File: config.mk
export PLATFORM = sky130hd
export DESIGN_NAME = three_pool_block_allocator_flat
export DESIGN_NICKNAME = d
export VERILOG_FILES = /design/src/rtl/core/tpba_pkg.sv /design/src/rtl/core/tpba_if.sv /design/src/rtl/core/tpba_pool.sv /design/src/rtl/core/three_pool_block_allocator.sv /design/src/flat_wrapper.sv
export SDC_FILE = /design/constraint.sdc
export NUM_CORES = 1
export LEC_CHECK = 0
export ABC_AREA = 1
export BUFFER_PORTS_ARGS = -buffer_cell sky130_fd_sc_hd__buf_2
export CAP_MARGIN = 5
export CORE_AREA = 2 2 102 104
export DETAILED_ROUTE_END_ITERATION = 6
export DIE_AREA = 0 0 104 106
export SYNTH_ARGS = -nofsm -noshare
export SYNTH_HDL_FRONTEND = slang
export SYNTH_HIERARCHICAL = 1
export SYNTH_SLANG_ARGS = --single-unit
File: constraint.sdc
create_clock -name clk -period 2.18 [get_ports clk]
set_input_delay 0.109 -clock clk [delete_from_list [all_inputs] [get_ports clk]]
set_output_delay 0.109 -clock clk [all_outputs]
set_load 0.1 [all_outputs]
File: src/rtl/core/tpba_pkg.sv
`default_nettype none
package tpba_pkg;

  localparam int ADDR_W = 11;
  localparam int SIZE_W = 16;
  // wide enough for the arena end at the largest parameter values
  localparam int FULL_ADDR_W = 20;

  localparam int SMALL_BLOCKS_DEF       = 5;
  localparam int SMALL_BLOCK_BYTES_DEF  = 16;
  localparam int MEDIUM_BLOCKS_DEF      = 10;
  localparam int MEDIUM_BLOCK_BYTES_DEF = 64;
  localparam int LARGE_BLOCKS_DEF       = 5;
  localparam int LARGE_BLOCK_BYTES_DEF  = 128;

  typedef enum logic {
    OP_ALLOC = 1'b0,
    OP_FREE  = 1'b1
  } op_t;

  typedef enum logic [1:0] {
    CLASS_SMALL  = 2'd0,
    CLASS_MEDIUM = 2'd1,
    CLASS_LARGE  = 2'd2,
    CLASS_NONE   = 2'd3
  } pool_class_t;

  typedef struct packed {
    logic alloc;
    logic free;
  } pool_cmd_t;

  typedef struct packed {
    logic              found;
    logic [ADDR_W-1:0] grant_addr;
    logic              hit;
  } pool_stat_t;

endpackage
`default_nettype wire

File: src/rtl/core/tpba_if.sv
`default_nettype none
interface tpba_in_if;
  logic                           valid;
  logic                           ready;
  tpba_pkg::op_t                  op;
  logic [tpba_pkg::SIZE_W-1:0]    request_bytes;
  logic [tpba_pkg::ADDR_W-1:0]    block_address;

  modport source (output valid, output op, output request_bytes, output block_address,
                  input ready);
  modport sink (input valid, input op, input request_bytes, input block_address,
                output ready);
endinterface

interface tpba_out_if;
  logic                        valid;
  logic                        ready;
  logic                        success;
  logic [tpba_pkg::ADDR_W-1:0] granted_address;
  tpba_pkg::pool_class_t       pool_class;

  modport source (output valid, output success, output granted_address, output pool_class,
                  input ready);
  modport sink (input valid, input success, input granted_address, input pool_class,
                output ready);
endinterface
`default_nettype wire

File: src/rtl/core/tpba_pool.sv
`default_nettype none
module tpba_pool #(
  parameter int BLOCKS      = tpba_pkg::SMALL_BLOCKS_DEF,
  parameter int BLOCK_BYTES = tpba_pkg::SMALL_BLOCK_BYTES_DEF,
  parameter int BASE        = 0
) (
  input  wire logic                        clk,
  input  wire logic                        rst_n,
  input  wire tpba_pkg::pool_cmd_t         cmd,
  input  wire logic [tpba_pkg::ADDR_W-1:0] addr,
  output tpba_pkg::pool_stat_t             stat
);

  localparam int FW = tpba_pkg::FULL_ADDR_W;

  logic [BLOCKS-1:0]           used_r;
  logic [BLOCKS-1:0]           used_nxt;
  logic [BLOCKS-1:0]           free_vec;
  logic [BLOCKS-1:0]           pick;
  logic [BLOCKS-1:0]           slot_hit;
  logic [tpba_pkg::ADDR_W-1:0] slot_addr [BLOCKS];
  logic [tpba_pkg::ADDR_W-1:0] grant;
  logic [FW-1:0]               addr_w;

  assign addr_w = FW'(addr);

  // per-slot address window, all bounds fixed at elaboration
  for (genvar i = 0; i < BLOCKS; i++) begin : g_slot
    localparam int LO = BASE + i * BLOCK_BYTES;
    localparam int HI = LO + BLOCK_BYTES;
    assign slot_hit[i]  = (addr_w >= FW'(LO)) && (addr_w < FW'(HI));
    assign slot_addr[i] = tpba_pkg::ADDR_W'(LO);
  end

  // lowest free block as a one-hot vector
  assign free_vec = ~used_r;
  assign pick     = free_vec & (~free_vec + BLOCKS'(1));

  always_comb begin
    grant = '0;
    for (int i = 0; i < BLOCKS; i++) begin
      if (pick[i]) begin
        grant = grant | slot_addr[i];
      end
    end
  end

  always_comb begin
    used_nxt = used_r;
    if (cmd.alloc) begin
      used_nxt = used_nxt | pick;
    end
    if (cmd.free) begin
      used_nxt = used_nxt & ~slot_hit;
    end
  end

  always_ff @(posedge clk) begin
    if (!rst_n) begin
      used_r <= '0;
    end else begin
      used_r <= used_nxt;
    end
  end

  assign stat.found      = |free_vec;
  assign stat.grant_addr = grant;
  assign stat.hit        = |slot_hit;

endmodule
`default_nettype wire

File: src/rtl/core/three_pool_block_allocator.sv
// Fixed-size block allocator over three pools laid out back to back from address 0
// (small, medium, large blocks). An allocate request takes the lowest free block of the
// smallest class whose block size holds the requested bytes and returns its address;
// a release request frees the block that contains the given address. One request is
// accepted every clock cycle while in_ch.ready is high; an accepted request is held in the
// input register until the result register is free, then moves into the result register,
// where it is held until it is taken. The pool bitmaps are updated as a request moves into
// the result register, so the next request already sees its effect. A held result only
// stalls the input once the input register is full.
`default_nettype none
module three_pool_block_allocator #(
  parameter int SMALL_BLOCKS       = tpba_pkg::SMALL_BLOCKS_DEF,
  parameter int SMALL_BLOCK_BYTES  = tpba_pkg::SMALL_BLOCK_BYTES_DEF,
  parameter int MEDIUM_BLOCKS      = tpba_pkg::MEDIUM_BLOCKS_DEF,
  parameter int MEDIUM_BLOCK_BYTES = tpba_pkg::MEDIUM_BLOCK_BYTES_DEF,
  parameter int LARGE_BLOCKS       = tpba_pkg::LARGE_BLOCKS_DEF,
  parameter int LARGE_BLOCK_BYTES  = tpba_pkg::LARGE_BLOCK_BYTES_DEF
) (
  input  wire logic  clk,
  input  wire logic  rst_n,
  tpba_in_if.sink    in_ch,
  tpba_out_if.source out_ch
);

  localparam int MEDIUM_BASE = SMALL_BLOCKS * SMALL_BLOCK_BYTES;
  localparam int LARGE_BASE  = MEDIUM_BASE + MEDIUM_BLOCKS * MEDIUM_BLOCK_BYTES;
  localparam int SW          = tpba_pkg::SIZE_W;
  localparam int AW          = tpba_pkg::ADDR_W;

  // input register
  logic                  s1_valid_r;
  tpba_pkg::op_t         s1_op_r;
  logic [SW-1:0]         s1_bytes_r;
  logic [AW-1:0]         s1_addr_r;

  // result register
  logic                  out_valid_r;
  logic                  success_r;
  logic [AW-1:0]         granted_r;
  tpba_pkg::pool_class_t class_r;

  logic                  success_nxt;
  logic [AW-1:0]         granted_nxt;
  tpba_pkg::pool_class_t class_nxt;

  logic                  out_free;
  logic                  s1_adv;
  logic                  in_take;
  tpba_pkg::pool_class_t sel_class;

  tpba_pkg::pool_cmd_t   small_cmd, medium_cmd, large_cmd;
  tpba_pkg::pool_stat_t  small_stat, medium_stat, large_stat;

  assign out_free     = !out_valid_r || out_ch.ready;
  assign s1_adv       = s1_valid_r && out_free;
  assign in_ch.ready  = !s1_valid_r || out_free;
  assign in_take      = in_ch.valid && in_ch.ready;

  // smallest class that holds the request, no fallback to a larger pool
  always_comb begin
    sel_class = tpba_pkg::CLASS_NONE;
    if (s1_bytes_r != '0) begin
      if (s1_bytes_r <= SW'(SMALL_BLOCK_BYTES)) begin
        sel_class = tpba_pkg::CLASS_SMALL;
      end else if (s1_bytes_r <= SW'(MEDIUM_BLOCK_BYTES)) begin
        sel_class = tpba_pkg::CLASS_MEDIUM;
      end else if (s1_bytes_r <= SW'(LARGE_BLOCK_BYTES)) begin
        sel_class = tpba_pkg::CLASS_LARGE;
      end
    end
  end

  always_comb begin
    small_cmd.alloc  = s1_adv && (s1_op_r == tpba_pkg::OP_ALLOC) &&
                       (sel_class == tpba_pkg::CLASS_SMALL);
    medium_cmd.alloc = s1_adv && (s1_op_r == tpba_pkg::OP_ALLOC) &&
                       (sel_class == tpba_pkg::CLASS_MEDIUM);
    large_cmd.alloc  = s1_adv && (s1_op_r == tpba_pkg::OP_ALLOC) &&
                       (sel_class == tpba_pkg::CLASS_LARGE);
    small_cmd.free   = s1_adv && (s1_op_r == tpba_pkg::OP_FREE);
    medium_cmd.free  = small_cmd.free;
    large_cmd.free   = small_cmd.free;
  end

  tpba_pool #(
    .BLOCKS(SMALL_BLOCKS), .BLOCK_BYTES(SMALL_BLOCK_BYTES), .BASE(0)
  ) u_small (
    .clk(clk), .rst_n(rst_n), .cmd(small_cmd), .addr(s1_addr_r), .stat(small_stat)
  );

  tpba_pool #(
    .BLOCKS(MEDIUM_BLOCKS), .BLOCK_BYTES(MEDIUM_BLOCK_BYTES), .BASE(MEDIUM_BASE)
  ) u_medium (
    .clk(clk), .rst_n(rst_n), .cmd(medium_cmd), .addr(s1_addr_r), .stat(medium_stat)
  );

  tpba_pool #(
    .BLOCKS(LARGE_BLOCKS), .BLOCK_BYTES(LARGE_BLOCK_BYTES), .BASE(LARGE_BASE)
  ) u_large (
    .clk(clk), .rst_n(rst_n), .cmd(large_cmd), .addr(s1_addr_r), .stat(large_stat)
  );

  always_comb begin
    success_nxt = 1'b0;
    granted_nxt = '0;
    class_nxt   = tpba_pkg::CLASS_NONE;
    if (s1_op_r == tpba_pkg::OP_ALLOC) begin
      unique case (sel_class)
        tpba_pkg::CLASS_SMALL: begin
          if (small_stat.found) begin
            success_nxt = 1'b1;
            granted_nxt = small_stat.grant_addr;
            class_nxt   = tpba_pkg::CLASS_SMALL;
          end
        end
        tpba_pkg::CLASS_MEDIUM: begin
          if (medium_stat.found) begin
            success_nxt = 1'b1;
            granted_nxt = medium_stat.grant_addr;
            class_nxt   = tpba_pkg::CLASS_MEDIUM;
          end
        end
        tpba_pkg::CLASS_LARGE: begin
          if (large_stat.found) begin
            success_nxt = 1'b1;
            granted_nxt = large_stat.grant_addr;
            class_nxt   = tpba_pkg::CLASS_LARGE;
          end
        end
        default: begin
        end
      endcase
    end else begin
      // pool ranges are disjoint, so at most one hit
      if (small_stat.hit) begin
        success_nxt = 1'b1;
        class_nxt   = tpba_pkg::CLASS_SMALL;
      end else if (medium_stat.hit) begin
        success_nxt = 1'b1;
        class_nxt   = tpba_pkg::CLASS_MEDIUM;
      end else if (large_stat.hit) begin
        success_nxt = 1'b1;
        class_nxt   = tpba_pkg::CLASS_LARGE;
      end
    end
  end

  always_ff @(posedge clk) begin
    if (!rst_n) begin
      s1_valid_r  <= 1'b0;
      out_valid_r <= 1'b0;
    end else begin
      if (in_ch.ready) begin
        s1_valid_r <= in_ch.valid;
      end
      if (out_free) begin
        out_valid_r <= s1_valid_r;
      end
    end
  end

  always_ff @(posedge clk) begin
    if (in_take) begin
      s1_op_r    <= in_ch.op;
      s1_bytes_r <= in_ch.request_bytes;
      s1_addr_r  <= in_ch.block_address;
    end
    if (s1_adv) begin
      success_r <= success_nxt;
      granted_r <= granted_nxt;
      class_r   <= class_nxt;
    end
  end

  assign out_ch.valid           = out_valid_r;
  assign out_ch.success         = success_r;
  assign out_ch.granted_address = granted_r;
  assign out_ch.pool_class      = class_r;

  a_fail_clean: assert property (@(posedge clk) disable iff (!rst_n)
    out_valid_r && !success_r |-> (class_r == tpba_pkg::CLASS_NONE) && (granted_r == '0))
    else $error("failed request carries a pool or an address");

  a_one_hit: assert property (@(posedge clk) disable iff (!rst_n)
    s1_valid_r |-> $onehot0({small_stat.hit, medium_stat.hit, large_stat.hit}))
    else $error("release address decoded into more than one pool");

  a_adv_fills: assert property (@(posedge clk) disable iff (!rst_n)
    s1_adv |=> out_valid_r)
    else $error("request left the input register without a result");

  a_full_stall: assert property (@(posedge clk) disable iff (!rst_n)
    s1_valid_r && out_valid_r && !out_ch.ready |-> !in_ch.ready)
    else $error("input taken while both registers are held");

endmodule
`default_nettype wire

File: src/flat_wrapper.sv
// flat-port wrapper written by rule: the top's interface ports become plain ports
module three_pool_block_allocator_flat 
#(
  parameter int SMALL_BLOCKS       = tpba_pkg::SMALL_BLOCKS_DEF,
  parameter int SMALL_BLOCK_BYTES  = tpba_pkg::SMALL_BLOCK_BYTES_DEF,
  parameter int MEDIUM_BLOCKS      = tpba_pkg::MEDIUM_BLOCKS_DEF,
  parameter int MEDIUM_BLOCK_BYTES = tpba_pkg::MEDIUM_BLOCK_BYTES_DEF,
  parameter int LARGE_BLOCKS       = tpba_pkg::LARGE_BLOCKS_DEF,
  parameter int LARGE_BLOCK_BYTES  = tpba_pkg::LARGE_BLOCK_BYTES_DEF
)
  (clk, rst_n, in_ch_valid, in_ch_op, in_ch_request_bytes, in_ch_block_address, in_ch_ready, out_ch_valid, out_ch_success, out_ch_granted_address, out_ch_pool_class, out_ch_ready);
  tpba_in_if in_ch_i ();
  tpba_out_if out_ch_i ();
  input  wire logic clk;
  input  wire logic rst_n;
  input wire logic [$bits(in_ch_i.valid)-1:0] in_ch_valid;
  input wire logic [$bits(in_ch_i.op)-1:0] in_ch_op;
  input wire logic [$bits(in_ch_i.request_bytes)-1:0] in_ch_request_bytes;
  input wire logic [$bits(in_ch_i.block_address)-1:0] in_ch_block_address;
  output wire logic [$bits(in_ch_i.ready)-1:0] in_ch_ready;
  output wire logic [$bits(out_ch_i.valid)-1:0] out_ch_valid;
  output wire logic [$bits(out_ch_i.success)-1:0] out_ch_success;
  output wire logic [$bits(out_ch_i.granted_address)-1:0] out_ch_granted_address;
  output wire logic [$bits(out_ch_i.pool_class)-1:0] out_ch_pool_class;
  input wire logic [$bits(out_ch_i.ready)-1:0] out_ch_ready;
  assign in_ch_i.valid = in_ch_valid;
  assign in_ch_i.op = in_ch_op;
  assign in_ch_i.request_bytes = in_ch_request_bytes;
  assign in_ch_i.block_address = in_ch_block_address;
  assign in_ch_ready = in_ch_i.ready;
  assign out_ch_valid = out_ch_i.valid;
  assign out_ch_success = out_ch_i.success;
  assign out_ch_granted_address = out_ch_i.granted_address;
  assign out_ch_pool_class = out_ch_i.pool_class;
  assign out_ch_i.ready = out_ch_ready;
  three_pool_block_allocator #(.SMALL_BLOCKS(SMALL_BLOCKS), .SMALL_BLOCK_BYTES(SMALL_BLOCK_BYTES), .MEDIUM_BLOCKS(MEDIUM_BLOCKS), .MEDIUM_BLOCK_BYTES(MEDIUM_BLOCK_BYTES), .LARGE_BLOCKS(LARGE_BLOCKS), .LARGE_BLOCK_BYTES(LARGE_BLOCK_BYTES)) u_core (.clk(clk), .rst_n(rst_n), .in_ch(in_ch_i), .out_ch(out_ch_i));
endmodule
; ---- Word-level counts from Yosys, hierarchy flattened
; Cells that the tools add are included.
[word_totals]
reg_bits = 64
input_bits = 32
ramBits = 0
word_cells = 166
romBits = 0
latchBits = 0
n_memories = 0
[op_classes]
n_shift = 0
n_bitwise = 19
magnitude_cmp = 43
n_mux = 49
add_sub_neg = 3
eq_ne = 2
n_mul = 0
div = 0
n_reduce_logical = 39
[ops]
columns = cell, count
row1 = two-way mux 10 bit, 9
row2 = >= comparator 11 x 10 -> 1 bit (second input constant), 6
row3 = less-than comparator 11 x 10 -> 1 bit (second input constant), 6
row4 = >= comparator 11 x 9 -> 1 bit (second input constant), 4
row5 = less-than comparator 11 x 9 -> 1 bit (second input constant), 4
row6 = two-way mux 9 bit, 4
row7 = less-than comparator 11 bit (second input constant), 3
row8 = two-way mux 11 bit, 3
row9 = one-hot mux 11 bit (3 select lines), 1
row10 = NOT 10 bit, 3
row11 = NOT 5 bit, 6
row12 = logical AND 1 bit, 27
row13 = two-way mux 5 bit, 5
row14 = >= comparator 11 bit (second input constant), 2
row15 = >= comparator 11 x 6 -> 1 bit (second input constant), 2
row16 = >= comparator 11 x 7 -> 1 bit (second input constant), 2
row17 = >= comparator 11 x 8 -> 1 bit (second input constant), 2
row18 = less-than comparator 11 x 6 -> 1 bit (second input constant), 2
row19 = less-than comparator 11 x 7 -> 1 bit (second input constant), 2
row20 = less-than comparator 11 x 8 -> 1 bit (second input constant), 2
row21 = two-way mux 7 bit, 3
row22 = AND 10 bit, 2
row23 = AND 5 bit, 4
row24 = OR reduction 10 bit, 2
row25 = 24 further kinds, 49

; ---- Depth between registers and ports, before layout
; Gate-level depths: netlist (run 1).
[depth]
ltp_word = 16
mapped_depth = 16

; ---- Modules after synthesis
; Netlist (run 1), hierarchy kept.
[by_module_without_submodules]
columns = mod, cells_per_inst, area_each_um2, instances
row1 = three_pool_block_allocator, 203, 2078.2, 1
row2 = tpba_pool (u_core.u_medium), 155, 879.6, 1
row3 = tpba_pool (u_core.u_large), 96, 506.7, 1
row4 = tpba_pool (u_core.u_small), 63, 377.9, 1

; ---- Worst setup path after synthesis (run 1)
; OpenSTA, ideal clock, no wires.
[synth_path]
kind = register to register
from = reg u_core.out_valid_r, in the netlist u_core/out_ch.valid
to = reg u_core.s1_addr_r[0], enable pin
arrival_ns = 2.674
setup_time_ns = 0.380
stages_incl_launch_ff = 4
synth_period_minus_slack_ns = 3.054
n_path_buf = 0
setup_slack_ns = -0.874
cell_sequence = dfxtp_1 nand3_1 nand2_1 inv_1
[synth_between]
elab_chain_cells = 4
[synth_rtl]
columns = item, line
row1 = "start, declared", three_pool_block_allocator.sv:37  ; logic out_valid_r;
row2 = "start signal, assigned", three_pool_block_allocator.sv:157  ; out_valid_r <= s1_valid_r;
row3 = zero test 1 bit, three_pool_block_allocator.sv:54  ; assign out_free = !out_valid_r || out_ch.ready;
row4 = logical OR 1 bit, three_pool_block_allocator.sv:54
row5 = logical OR 1 bit, three_pool_block_allocator.sv:56  ; assign in_ch.ready = !s1_valid_r || out_free;
row6 = via in_ch_ready, flat_wrapper.sv:20  ; output wire logic [$bits(in_ch_i.ready)-1:0] in_ch_ready;
row7 = logical AND 1 bit, three_pool_block_allocator.sv:57  ; assign in_take = in_ch.valid && in_ch.ready;
row8 = via u_core.in_take, three_pool_block_allocator.sv:48  ; logic in_take;
row9 = "end signal, assigned", three_pool_block_allocator.sv:166  ; s1_addr_r <= in_ch.block_address;
row10 = "end, declared", three_pool_block_allocator.sv:34  ; logic [AW-1:0] s1_addr_r;
; The timed path passes the listed nets, and every way through them passes these cells.
; A chain may end at the register's enable or synchronous reset.

==> impl_results.md, run 1 <==
- Final wirelength: 7.35 mm
- CP cell instances: nor2_1 -> nand2_1 -> nor2_1 -> nand2_1 -> nor4_1 -> buf_4 -> inv_1 -> o21ai_0 -> o21ai_1 -> nor2_1
- Count of buffers inserted at the top-level ports: 43
- Area taken by multi-input logic gates: 0.00167 mm²
- CTS max path bufs: 2
- Number of violations reported at the end of detailed-routing iteration 0: 162
- Die ar.: 0.0110 mm²
- Final weighted congestion in routability-driven placement: 0.855
- Drc violations: 0
- Fin. max-slew vios: 0
- Highest ir drop seen on vdd: 0.366 mV
- Number of levels the H-tree was split into: 3
- Pre-CTS WS: 0.118 ns
- Number of core rows: 37
- Number of global-route vias before repair: 3,082
- Via count normalized by instance count: 4.34
- Final setup viols: 0
- Routed len/inst: 10.0 µm
- 1st-pass router iterations: 4
- Layout cell share with drive strength beyond 1: 20.9%
- Total number of vias: 3,189
- Post-Synthesis Cell Area: 0.00372 mm²
- Count of boundary I/O pins: 48
- Root buf cell: sky130_fd_sc_hd__clkbuf_8
- Max-cap violations: 0
- Cell count after synthesis: 513
- Worst-Skew Late Latency: 0.34 ns
- Width of the die: 104 µm
- Starting density of the core: 37.2%
- Clock buffer count from CTS: 9
- Maximum number of pins on one net before global-route repair: 16
- Met1 track utilization from global routing: 17.1%
- Number of antenna-violating nets in the routed design: 0
- Wire length of the first global-routing pass: 13.0 mm
- Fill count: 1,027
- Clock-pin transition on the worst setup and hold timing paths: 0.07 ns
- Final setup TNS: 0 ns
- Period Utilization, post-route: 90.8%
- Max frequency: 0.505 GHz
- Area occupied by registers: 0.00158 mm²
- Clock tree from TritonCTS: yes
- GR Layer Usage met2: 25.2%
- Worst Setup Start Kind: register
- LEAKAGE: 2.11 nW
- Max stage delay cell, worst path: sky130_fd_sc_hd__edfxtp_1
- Data arrival, critical path: 2.25 ns
- Cell family with the largest share of critical-path delay: simple AND/OR/NAND/NOR gates
- Worst path max stage delay: 0.37 ns
- Global routing usage on met3: 2.51%
- Die Span Y: 106 µm
- Global router's overall resource usage: 14.4%
- Class of the tightest hold or removal check: primary input to register
- Total power per unit cell area: 622 mW/mm²
- Total congestion overflow: 0
- Mean Syn Cell Area: 7.26 µm²
- Buf+Inv Stages, Crit Path: 2
- Unrepaired setup endpoints after global routing: false
- Critical-path maximum fanout: 9
- Core region area: 0.0100 mm²
- Maximum clock skew at final layout: 0.0101 ns
- Final worst path period need: 1.98 ns
- Number of diodes: 0
- Hold Violations, Final: 0
- Setup CP Type: register to register
- Least setup slack across all paths after layout: 0.200 ns
- Top Usage Layer GRT: met2
- Cell occurring most often along the worst timing path: sky130_fd_sc_hd__nor2_1
- Worst Path Required: 2.45 ns
- Post-DP HPWL: 5.59 mm
- Result of the run: complete, no violations
- Count of clock tree sinks: 60
- Synth warnings: 6
- Initial antenna violation count: 0
- P&R area growth vs syn: 23.4%
- Critical path endpoint category: register
- Layout Nets: 626
[per-layer routing]
metal  vias to the layer above  wire length (µm)
met2                        59              3500
met3                        10               209
met4                         0               159
met1                      1379              3490
met5                         -                 0
li1                       1741                 -
[cell usage in the layout, fill, tap and decap left out, types with 6 or more instances in the layout]
master	count
sky130_fd_sc_hd__dlygate4sd3_1	24
sky130_fd_sc_hd__inv_1	86
sky130_fd_sc_hd__nand2_2	10
sky130_fd_sc_hd__dfxtp_1	21
sky130_fd_sc_hd__nor2_1	79
sky130_fd_sc_hd__edfxtp_1	38
sky130_fd_sc_hd__buf_4	14
sky130_fd_sc_hd__conb_1	19
sky130_fd_sc_hd__o21ai_1	19
sky130_fd_sc_hd__nor2_2	14
sky130_fd_sc_hd__nor2_4	6
sky130_fd_sc_hd__buf_2	43
sky130_fd_sc_hd__nand2_1	102
sky130_fd_sc_hd__o21ai_0	18
sky130_fd_sc_hd__nand3_1	20
sky130_fd_sc_hd__inv_2	10
sky130_fd_sc_hd__clkbuf_8	9
sky130_fd_sc_hd__nand4_1	15
sky130_fd_sc_hd__a21oi_1	19
[sequential cells by signal, summed over array words and instances, names as in the netlist]
name	cells
u_core/s1_addr_r	7
u_core/out_ch.success	1
u_core/u_small/used_r	5
u_core/out_ch.pool_class	2
u_core/s1_valid_r	1
u_core/u_medium/used_r	10
u_core/s1_op_r	1
u_core/u_large/used_r	5
u_core/out_ch.valid	1
u_core/out_ch.granted_address	11
u_core/s1_bytes_r	16
[worst min-delay path, delay by kind of cell]
family	cells	cell delay [ns]
and+or+nand+nor	1	0.08
AOI/OAI and AO/OA	1	0.06
buffers and inverters	1	0.10
[power breakdown]
group / internal (mW) / switching (mW)
logic: 0.113 / 0.235
clock network: 0.765 / 0.475
registers: 1.25 / 0.0198
[metrics by stage]
| step | utilization (%) | hold slack, ns | instances | area [µm²] | total power [mW] |
|---|---|---|---|---|---|
| after floorplan | - | 0.208 | 529 | 3800 | 1.54 |
| after global placement | 40.8 | 0.285 | 694 | 4080 | 1.60 |
| after detailed placement | 40.8 | 0.287 | 694 | 4080 | 1.60 |
| after CTS | 45.7 | 0.0380 | 734 | 4570 | 2.88 |
| after global routing | 45.9 | 0.0511 | 735 | 4590 | 2.99 |
| final | 45.9 | 0.0539 | 735 | 4590 | 2.86 |
[cell type report]
cell class	count	share of cell area (%)
Multi-Input combinational cell	344	36.2
Timing Repair Buffer	81	12.2
Clock buffer	9	2.70
Clock inverter	7	2.67
Sequential cell	60	34.4
Tap cell	136	3.70
Inverter	98	8.03
[final timing paths]
| check | start | to | slack (ns) | cells after the start |
|---|---|---|---|---|
| setup / recovery | u_core/s1_bytes_r[15]$_DFFE_PP_ | u_core/u_medium/used_r[2]$_SDFF_PN0_ | 0.20 | 10 |
| hold / removal | in_ch_valid | u_core/s1_valid_r$_SDFFE_PN0N_ | 0.05 | 3 |
| setup reg to reg | u_core/s1_bytes_r[15]$_DFFE_PP_ | u_core/u_medium/used_r[2]$_SDFF_PN0_ | 0.20 | 10 |
| hold reg to reg | u_core/out_ch.valid$_SDFFE_PN0P_ | u_core/out_ch.valid$_SDFFE_PN0P_ | 0.52 | 2 |
[repair_timing]
action                                  CTS  global route
endpoints found under the hold margin    24             0
setup buffers                             0             1
hold buffers                             24             0
resized for setup                         0             6
endpoints found under the setup margin    0             1
No activity file was read; power rests on OpenSTA's default activity.
==> run 2: changes to the inputs <==
clock period = 1.8 ns   (was 2.18 ns; I/O delays follow)
==> run 2 against run 1 <==
  * The run now ends with negative setup slack left
  * Flip-flop and latch count stayed put
  * Sequential share of layout area is 4.4 points lower
  * Largest power group unchanged
  * Combinational power is 54% higher
  * Critical path type unchanged
  * Clock-buffer cell count stayed put
  * Register-to-register slack worse by 0.30 ns
  * Clock power hardly changed
  * Fmax is 4.3% higher
  * Critical endpoint is now u_core/out_ch.success$_DFFE_PP_
  * Die area stayed put
==> impl_results.md, run 2 (synthesis gave the netlist of run 1 again) <==
- Number of antenna-violating nets in the routed design: 0 (unchanged)
- Number of violations reported at the end of detailed-routing iteration 0: 169 (+4.3%)
- 1st-pass router iterations: 4 (unchanged)
- Final setup TNS: -0.142 ns (-0.142 ns)
- CTS max path bufs: 2 (unchanged)
- Commonest non-fill, non-tap cell in the layout: sky130_fd_sc_hd__nand2_1
- Clock-pin transition on the worst setup and hold timing paths: 0.08 ns (about the same)
- Fill count: 954 (-7.1%)
- Clock tree from TritonCTS: yes
- Root buf cell: sky130_fd_sc_hd__clkbuf_8
- Setup CP Type: register to register
- Initial antenna violation count: 0 (unchanged)
- Int Pwr: 2.38 mW (+12%)
- Worst Setup Start Kind: register
- Max stage delay cell, worst path: sky130_fd_sc_hd__edfxtp_1
- Die ar.: 0.0110 mm² (unchanged)
- Least setup slack across all paths after layout: -0.0979 ns (-0.298 ns)
- Switching power summed over all nets: 955 µW (+31%)
- Final worst path period need: 1.90 ns (-0.0824 ns)
- Number of diodes: 0 (unchanged)
- Overall Power: 3.33 mW (+17%)
- Post-Route Hold Slack: 0.0383 ns (-0.0156 ns)
- Wire length of the first global-routing pass: 14.2 mm (+9.3%)
- Fin. max-slew vios: 0 (unchanged)
- Area taken by multi-input logic gates: 0.00188 mm² (+13%)
- Data arrival, critical path: 2.00 ns (-0.25 ns)
- Final setup viols: 2 (+2)
- Count of buffers inserted at the top-level ports: 43 (unchanged)
- Global router's overall resource usage: 15.6% (+1.1 points)
- Buf+Inv Stages, Crit Path: 3 (+1)
- Layout Nets: 681 (+8.8%)
- Final wirelength: 8.48 mm (+15%)
- Count of clock tree sinks: 60 (unchanged)
- Routed len/inst: 10.7 µm (+7.3%)
- Number of levels the H-tree was split into: 3 (unchanged)
- Final weighted congestion in routability-driven placement: 0.848 (-0.81%)
- Clock buffer count from CTS: 9 (unchanged)
- Switching Fraction: 28.6% (+3.1 points)
- Violations in the final reports: negative setup slack
- Comb pwr share: 16.1% (+3.9 points)
- Highest ir drop seen on vdd: 0.472 mV (+29%)
- Worst-Skew Late Latency: 0.34 ns (about the same)
- Max frequency: 0.527 GHz (+4.3%)
- Hold Violations, Final: 0 (unchanged)
- Relative contribution of sequential cells to total power: 46.1% (+1.7 points)
- Critical path endpoint category: register
- Clock network fraction of design power: 37.9% (-5.5 points)
- Number of core rows: 37 (unchanged)
- Max-cap violations: 0 (unchanged)
- Period Utilization, post-route: 105% (+15 points)
- Core region area: 0.0100 mm² (unchanged)
- Class of the tightest hold or removal check: primary input to register
- Max reg flops: 16 (unchanged)
- LEAKAGE: 2.42 nW (+15%)
- Maximum clock skew at final layout: 0.00652 ns (-0.00356 ns)
- Drc violations: 0 (unchanged)
- Layout Utilization: 52.7% (+6.8 points)
- Maximum number of pins on one net before global-route repair: 16 (unchanged)
- Number of global-route vias before repair: 3,383 (+9.8%)
- Result of the run: complete, but fails checks
- Most used cells in the layout excluding fill and tap cells: sky130_fd_sc_hd__nand2_1, sky130_fd_sc_hd__inv_1, sky130_fd_sc_hd__nor2_1, sky130_fd_sc_hd__buf_4, sky130_fd_sc_hd__buf_2
- Die Span Y: 106 µm (unchanged)
- Via count normalized by instance count: 4.44 (+2.3%)
- Register-to-register path setup slack: -0.1 ns (-0.30 ns)
- Layout cell share with drive strength beyond 1: 35.8% (+15 points)
- Starting density of the core: 37.2% (unchanged)
- Total number of vias: 3,508 (+10%)
- Register bank with the most flops: u_core/s1_bytes_r
- Worst Path Required: 1.90 ns (-0.55 ns)
- Cell occurring most often along the worst timing path: sky130_fd_sc_hd__nand2_1
- Total power per unit cell area: 632 mW/mm² (+1.8%)
- Cell family with the largest share of critical-path delay: simple AND/OR/NAND/NOR gates
- Post-DP HPWL: 5.95 mm (+6.6%)
- Count of boundary I/O pins: 48 (unchanged)
- CP cell instances: buf_4 -> nand2_1 -> nand2_1 -> nand2_1 -> nand3_1 -> nand2_1 -> nor2_1 -> nand3_2 -> nor2_2 -> nand3_2 -> nand2_1 -> inv_1 -> nand2_1 -> inv_1
- P&R area growth vs syn: 41.6%
- Critical-path maximum fanout: 5 (-4)
- Total congestion overflow: 0 (unchanged)
- Area occupied by registers: 0.00159 mm² (+0.16%)
- Width of the die: 104 µm (unchanged)
- Unrepaired setup endpoints after global routing: true
- Worst path max stage delay: 0.48 ns (+0.11 ns)
==> run 2: routing by layer <==
metal  wire, µm  vias to the layer above  GRT usage (%)  share of wire [%]
li1           -                     1855              -                  -
met1       3690                     1569           18.0                 43
met2       4270                       66           27.9                 50
met3        270                       18           2.88                3.2
met4        250                        0           7.34                2.9
met5          0                        -              0                  0
==> run 2: power by group through the flow <==
stage	clock network [mW]	registers [mW]	logic [mW]
global route	1.35	1.54	0.585
finish	1.26	1.54	0.535
floorplan	0	1.67	0.206
global placement	0	1.56	0.429
detailed placement	0	1.57	0.435
CTS	1.30	1.53	0.490
==> run 2: stage by stage <==
stage / instance area (µm²) / std cells / setup slack [ns]
final: 5270 / 790 / -0.0979
after floorplan: 3810 / 529 / 0.00337
after global routing: 5270 / 790 / -0.252
after CTS: 4910 / 775 / -0.0871
after global placement: 4380 / 730 / -0.121
after detailed placement: 4380 / 730 / -0.211
==> run 2: timing repair <==
action / 4_1_cts / 5_1_grt
endpoints found under the setup margin: 9 / 28
hold buffers: 24 / 0
hold endpoints to repair: 24 / 0
pin swaps: 7 / 41
resized for setup: 14 / 77
gates cloned: 0 / 3
setup buffers: 5 / 12
==> run 2: layout make-up <==
cell class | instances | share of cell area, %
clock buffers | 9 | 2.35
repair buffers | 135 | 19.9
clock inverters | 7 | 1.59
well taps | 136 | 3.23
multi-input cells | 345 | 35.7
flip-flops and latches | 60 | 30.1
inverters | 98 | 7.12
==> run 2: path summary, 6_finish.rpt <==
check	start	endpoint	cells past startpoint
setup / recovery	u_core/s1_addr_r[7]$_DFFE_PP_	u_core/out_ch.success$_DFFE_PP_	14
hold / removal	in_ch_valid	u_core/s1_valid_r$_SDFFE_PN0N_	3
setup reg to reg	u_core/s1_addr_r[7]$_DFFE_PP_	u_core/out_ch.success$_DFFE_PP_	14
hold reg to reg	u_core/out_ch.valid$_SDFFE_PN0P_	u_core/out_ch.valid$_SDFFE_PN0P_	2
==> run 2: tightest hold or removal path: cells and delay by family <==
kind,cells,cell delay [ns]
simple gates,1,0.08
compound gates,1,0.06
buf+inv,1,0.10
==> run 3: changes to the inputs <==
ABC_AREA = not set   (was 1)
CORE_AREA = 2 2 98 100   (was 2 2 102 104)
DIE_AREA = 0 0 100 102   (was 0 0 104 106)
GPL_TIMING_DRIVEN = 0   (was not set)
==> run 3 against run 2 <==
  * The flow still finishes with violations (negative setup slack)
  * Synthesized cell count decreased by 33%
  * Flip-flop and latch count is the same
  * Non-clock buffer count is the same
  * Design area down 7.8%
  * Sequential power barely moved
  * Combinational power is 9.7% lower
  * Sequential share of layout area rose by 2.6 points
  * Critical endpoint is now u_core/u_medium/used_r[5]$_SDFF_PN0_
  * Largest power group unchanged
==> impl_results.md, run 3 <==
- Relative contribution of sequential cells to total power: 49.4% (+3.3 points)
- Post-DP HPWL: 5.59 mm (-6.0%)
- Clock network fraction of design power: 35.3% (-2.6 points)
- Worst hold path cell count: 3 (unchanged)
- Width of the die: 100 µm (-3.8%)
- Number of levels the H-tree was split into: 3 (unchanged)
- Violations in the final reports: negative setup slack
- Critical path endpoint category: register
- Total congestion overflow: 0 (unchanged)
- Worst Path Required: 2.03 ns (+0.13 ns)
- Final wirelength: 8.42 mm (-0.67%)
- Switching power summed over all nets: 921 µW (-3.6%)
- LEAKAGE: 1.83 nW (-25%)
- Unrepaired setup endpoints after global routing: true
- Worst Setup Start Kind: register
- Clock buffer count from CTS: 9 (unchanged)
- Starting density of the core: 37.9% (+0.66 points)
- Most used cells in the layout excluding fill and tap cells: sky130_fd_sc_hd__buf_2, sky130_fd_sc_hd__buf_4, sky130_fd_sc_hd__edfxtp_1, sky130_fd_sc_hd__a21oi_1, sky130_fd_sc_hd__dlygate4sd3_1
- Fin. max-slew vios: 0 (unchanged)
- Area taken by multi-input logic gates: 0.00190 mm² (+0.60%)
- Result of the run: complete, but fails checks
- Buf+Inv Stages, Crit Path: 2 (-1)
- Register-to-register path setup slack: -0.50 ns (-0.40 ns)
- Number of violations reported at the end of detailed-routing iteration 0: 147 (-13%)
- Count of clock tree sinks: 60 (unchanged)
- Max reg flops: 16 (unchanged)
- Data arrival, critical path: 2.53 ns (+0.53 ns)
- Comb pwr share: 15.3% (-0.8 points)
- Synth warnings: 6 (unchanged)
- Post-Synthesis Cell Area: 0.00345 mm² (-7.3%)
- Clock tree from TritonCTS: yes
- Core region area: 0.00911 mm² (-8.9%)
- Initial antenna violation count: 0 (unchanged)
- Max_slew headroom: 63.3%
- Global router's overall resource usage: 16.7% (+1.1 points)
- Routed len/inst: 14.4 µm (+34%)
- Int Pwr: 2.23 mW (-6.3%)
- Layout Nets: 500 (-27%)
- Switching Fraction: 29.2% (+0.59 points)
- Class of the tightest hold or removal check: primary input to register
- CTS max path bufs: 2 (unchanged)
- Count of buffers inserted at the top-level ports: 43 (unchanged)
- Max stage delay cell, worst path: sky130_fd_sc_hd__or4_4
- Cell count after synthesis: 346 (-33%)
- Drc violations: 0 (unchanged)
- P&R area growth vs syn: 40.8%
- Mean Syn Cell Area: 9.97 µm² (+37%)
- Die Span Y: 102 µm (-3.8%)
- Cell area after placement: 0.00399 mm² (-8.9%)
- Worst-Skew Late Latency: 0.34 ns (about the same)
- Hold worst-path end: u_core/out_ch.valid$_SDFFE_PN0P_
- Cell family with the largest share of critical-path delay: simple AND/OR/NAND/NOR gates
- Period Utilization, post-route: 128% (+22 points)
- Layout cell share with drive strength beyond 1: 37.8% (+2.1 points)
- Number of diodes: 0 (unchanged)
- Least setup slack across all paths after layout: -0.499 ns (-0.401 ns)
- Launch point of the worst hold path: out_ch_ready
- Root buf cell: sky130_fd_sc_hd__clkbuf_8
- Number of cell instances on the worst register-to-register path: 9 (-5)
- Area occupied by registers: 0.00159 mm² (unchanged)
- Number of core rows: 35 (-5.4%)
- Maximum number of pins on one net before global-route repair: 25 (+9)
- Max-cap violations: 0 (unchanged)
- Overall Power: 3.15 mW (-5.5%)
- Capture instance of the worst register-to-register path: u_core/u_medium/used_r[5]$_SDFF_PN0_
- Final setup viols: 30 (+28)
- Max frequency: 0.435 GHz (-17%)
- Hold Violations, Final: 0 (unchanged)
- Number of global-route vias before repair: 2,848 (-16%)
- Slew @ Worst Pin: 0.547 ns
- Startpoint of the most critical register-to-register path: u_core/s1_bytes_r[0]$_DFFE_PP_
- Register bank with the most flops: u_core/s1_bytes_r
- Die ar.: 0.0102 mm² (-7.5%)
- Via count normalized by instance count: 5.30 (+19%)
- Critical-path maximum fanout: 5 (unchanged)
- Setup CP Type: register to register
- Area of all placed cells without fillers: 0.00486 mm² (-7.8%)
- Clock-pin transition on the worst setup and hold timing paths: 0.08 ns (about the same)
- Commonest non-fill, non-tap cell in the layout: sky130_fd_sc_hd__buf_2
- Highest ir drop seen on vdd: 0.426 mV (-9.8%)
- Final weighted congestion in routability-driven placement: 0.843 (-0.61%)
- CP cell instances: or4_4 -> or3_1 -> buf_6 -> nand3_4 -> nor4b_4 -> buf_4 -> and4_4 -> a31oi_1 -> nor3_2
- Final worst path period need: 2.30 ns (+0.401 ns)
- Number of antenna-violating nets in the routed design: 0 (unchanged)
- Total number of vias: 3,096 (-12%)
- Total power per unit cell area: 648 mW/mm² (+2.5%)
- Fill count: 841 (-12%)
- Count of boundary I/O pins: 48 (unchanged)
- Wire length of the first global-routing pass: 13.2 mm (-6.6%)
- 1st-pass router iterations: 4 (unchanged)
- Worst path max stage delay: 0.60 ns (+0.12 ns)
- Maximum clock skew at final layout: 0.00866 ns (+0.00214 ns)
## run 3: worst max path at each step
| stage | from | end | slack [ns] | depth (start not counted) |
|---|---|---|---|---|
| CTS | u_core/s1_bytes_r[1]$_DFFE_PP_ | u_core/u_large/used_r[4]$_SDFF_PN0_ | -0.60 | 8 |
| global placement | u_core/s1_bytes_r[14]$_DFFE_PP_ | u_core/u_medium/used_r[8]$_SDFF_PN0_ | -0.80 | 8 |
| finish | u_core/s1_bytes_r[0]$_DFFE_PP_ | u_core/u_medium/used_r[5]$_SDFF_PN0_ | -0.50 | 9 |
| detailed placement | u_core/s1_bytes_r[15]$_DFFE_PP_ | u_core/u_medium/used_r[8]$_SDFF_PN0_ | -0.88 | 8 |
| global route | u_core/s1_bytes_r[0]$_DFFE_PP_ | u_core/u_small/used_r[2]$_SDFF_PN0_ | -0.60 | 7 |
| floorplan | u_core/s1_bytes_r[2]$_DFFE_PP_ | u_core/u_medium/used_r[8]$_SDFF_PN0_ | -0.45 | 7 |
## run 3: area by class of cell
type	instances	area share [%]
tap	111	2.86
inverter	15	1.24
buffer	39	6.20
multi-input combinational	247	39.0
clock buffer	9	2.55
sequential	60	32.6
timing repair buffer	96	14.4
clock inverter	7	1.16
## run 3: layer usage
metal / vias up / GRT usage, % / share of wire [%]
met5: - / 0 / 0
met4: 0 / 6.43 / 1.5
met3: 11 / 3.69 / 3.8
met2: 58 / 27.8 / 49
met1: 1463 / 21.4 / 45
li1: 1564 / - / -
## run 3: timing repair
item                                   4_1_cts  5_1_grt
hold buffers                                25        0
gates resized for setup                     35       22
setup buffers                               16       13
setup endpoints to repair                   30       44
endpoints found under the hold margin       25        0
pin swaps                                   29       19
## run 3: power by group through the flow
stage,logic (mW),clock network [mW],registers [mW]
3_3_place_gp,0.359,0,1.58
3_5_place_dp,0.363,0,1.58
5_1_grt,0.516,1.21,1.56
2_1_floorplan,0.180,0,1.68
6_report,0.483,1.11,1.56
4_1_cts,0.441,1.15,1.56
## run 3: through the flow
stage / std cells / util (%) / TNS [ns] / hold slack (ns) / worst slack, ns
finish: 584 / 53.4 / -11.88 / 0.0702 / -0.499
global route: 584 / 53.4 / -14.09 / 0.0571 / -0.603
CTS: 572 / 51.5 / -12.35 / 0.0534 / -0.600
detailed placement: 516 / 43.8 / -17.23 / 0.268 / -0.878
global placement: 516 / 43.8 / -16.04 / 0.266 / -0.800
floorplan: 362 / - / -6.71 / 0.189 / -0.446
## run 3: worst min-delay path: stages
cell and delay [ns]:
sky130_fd_sc_hd__buf_2 0.08, sky130_fd_sc_hd__nor2b_2 0.05, sky130_fd_sc_hd__o21a_1 0.16
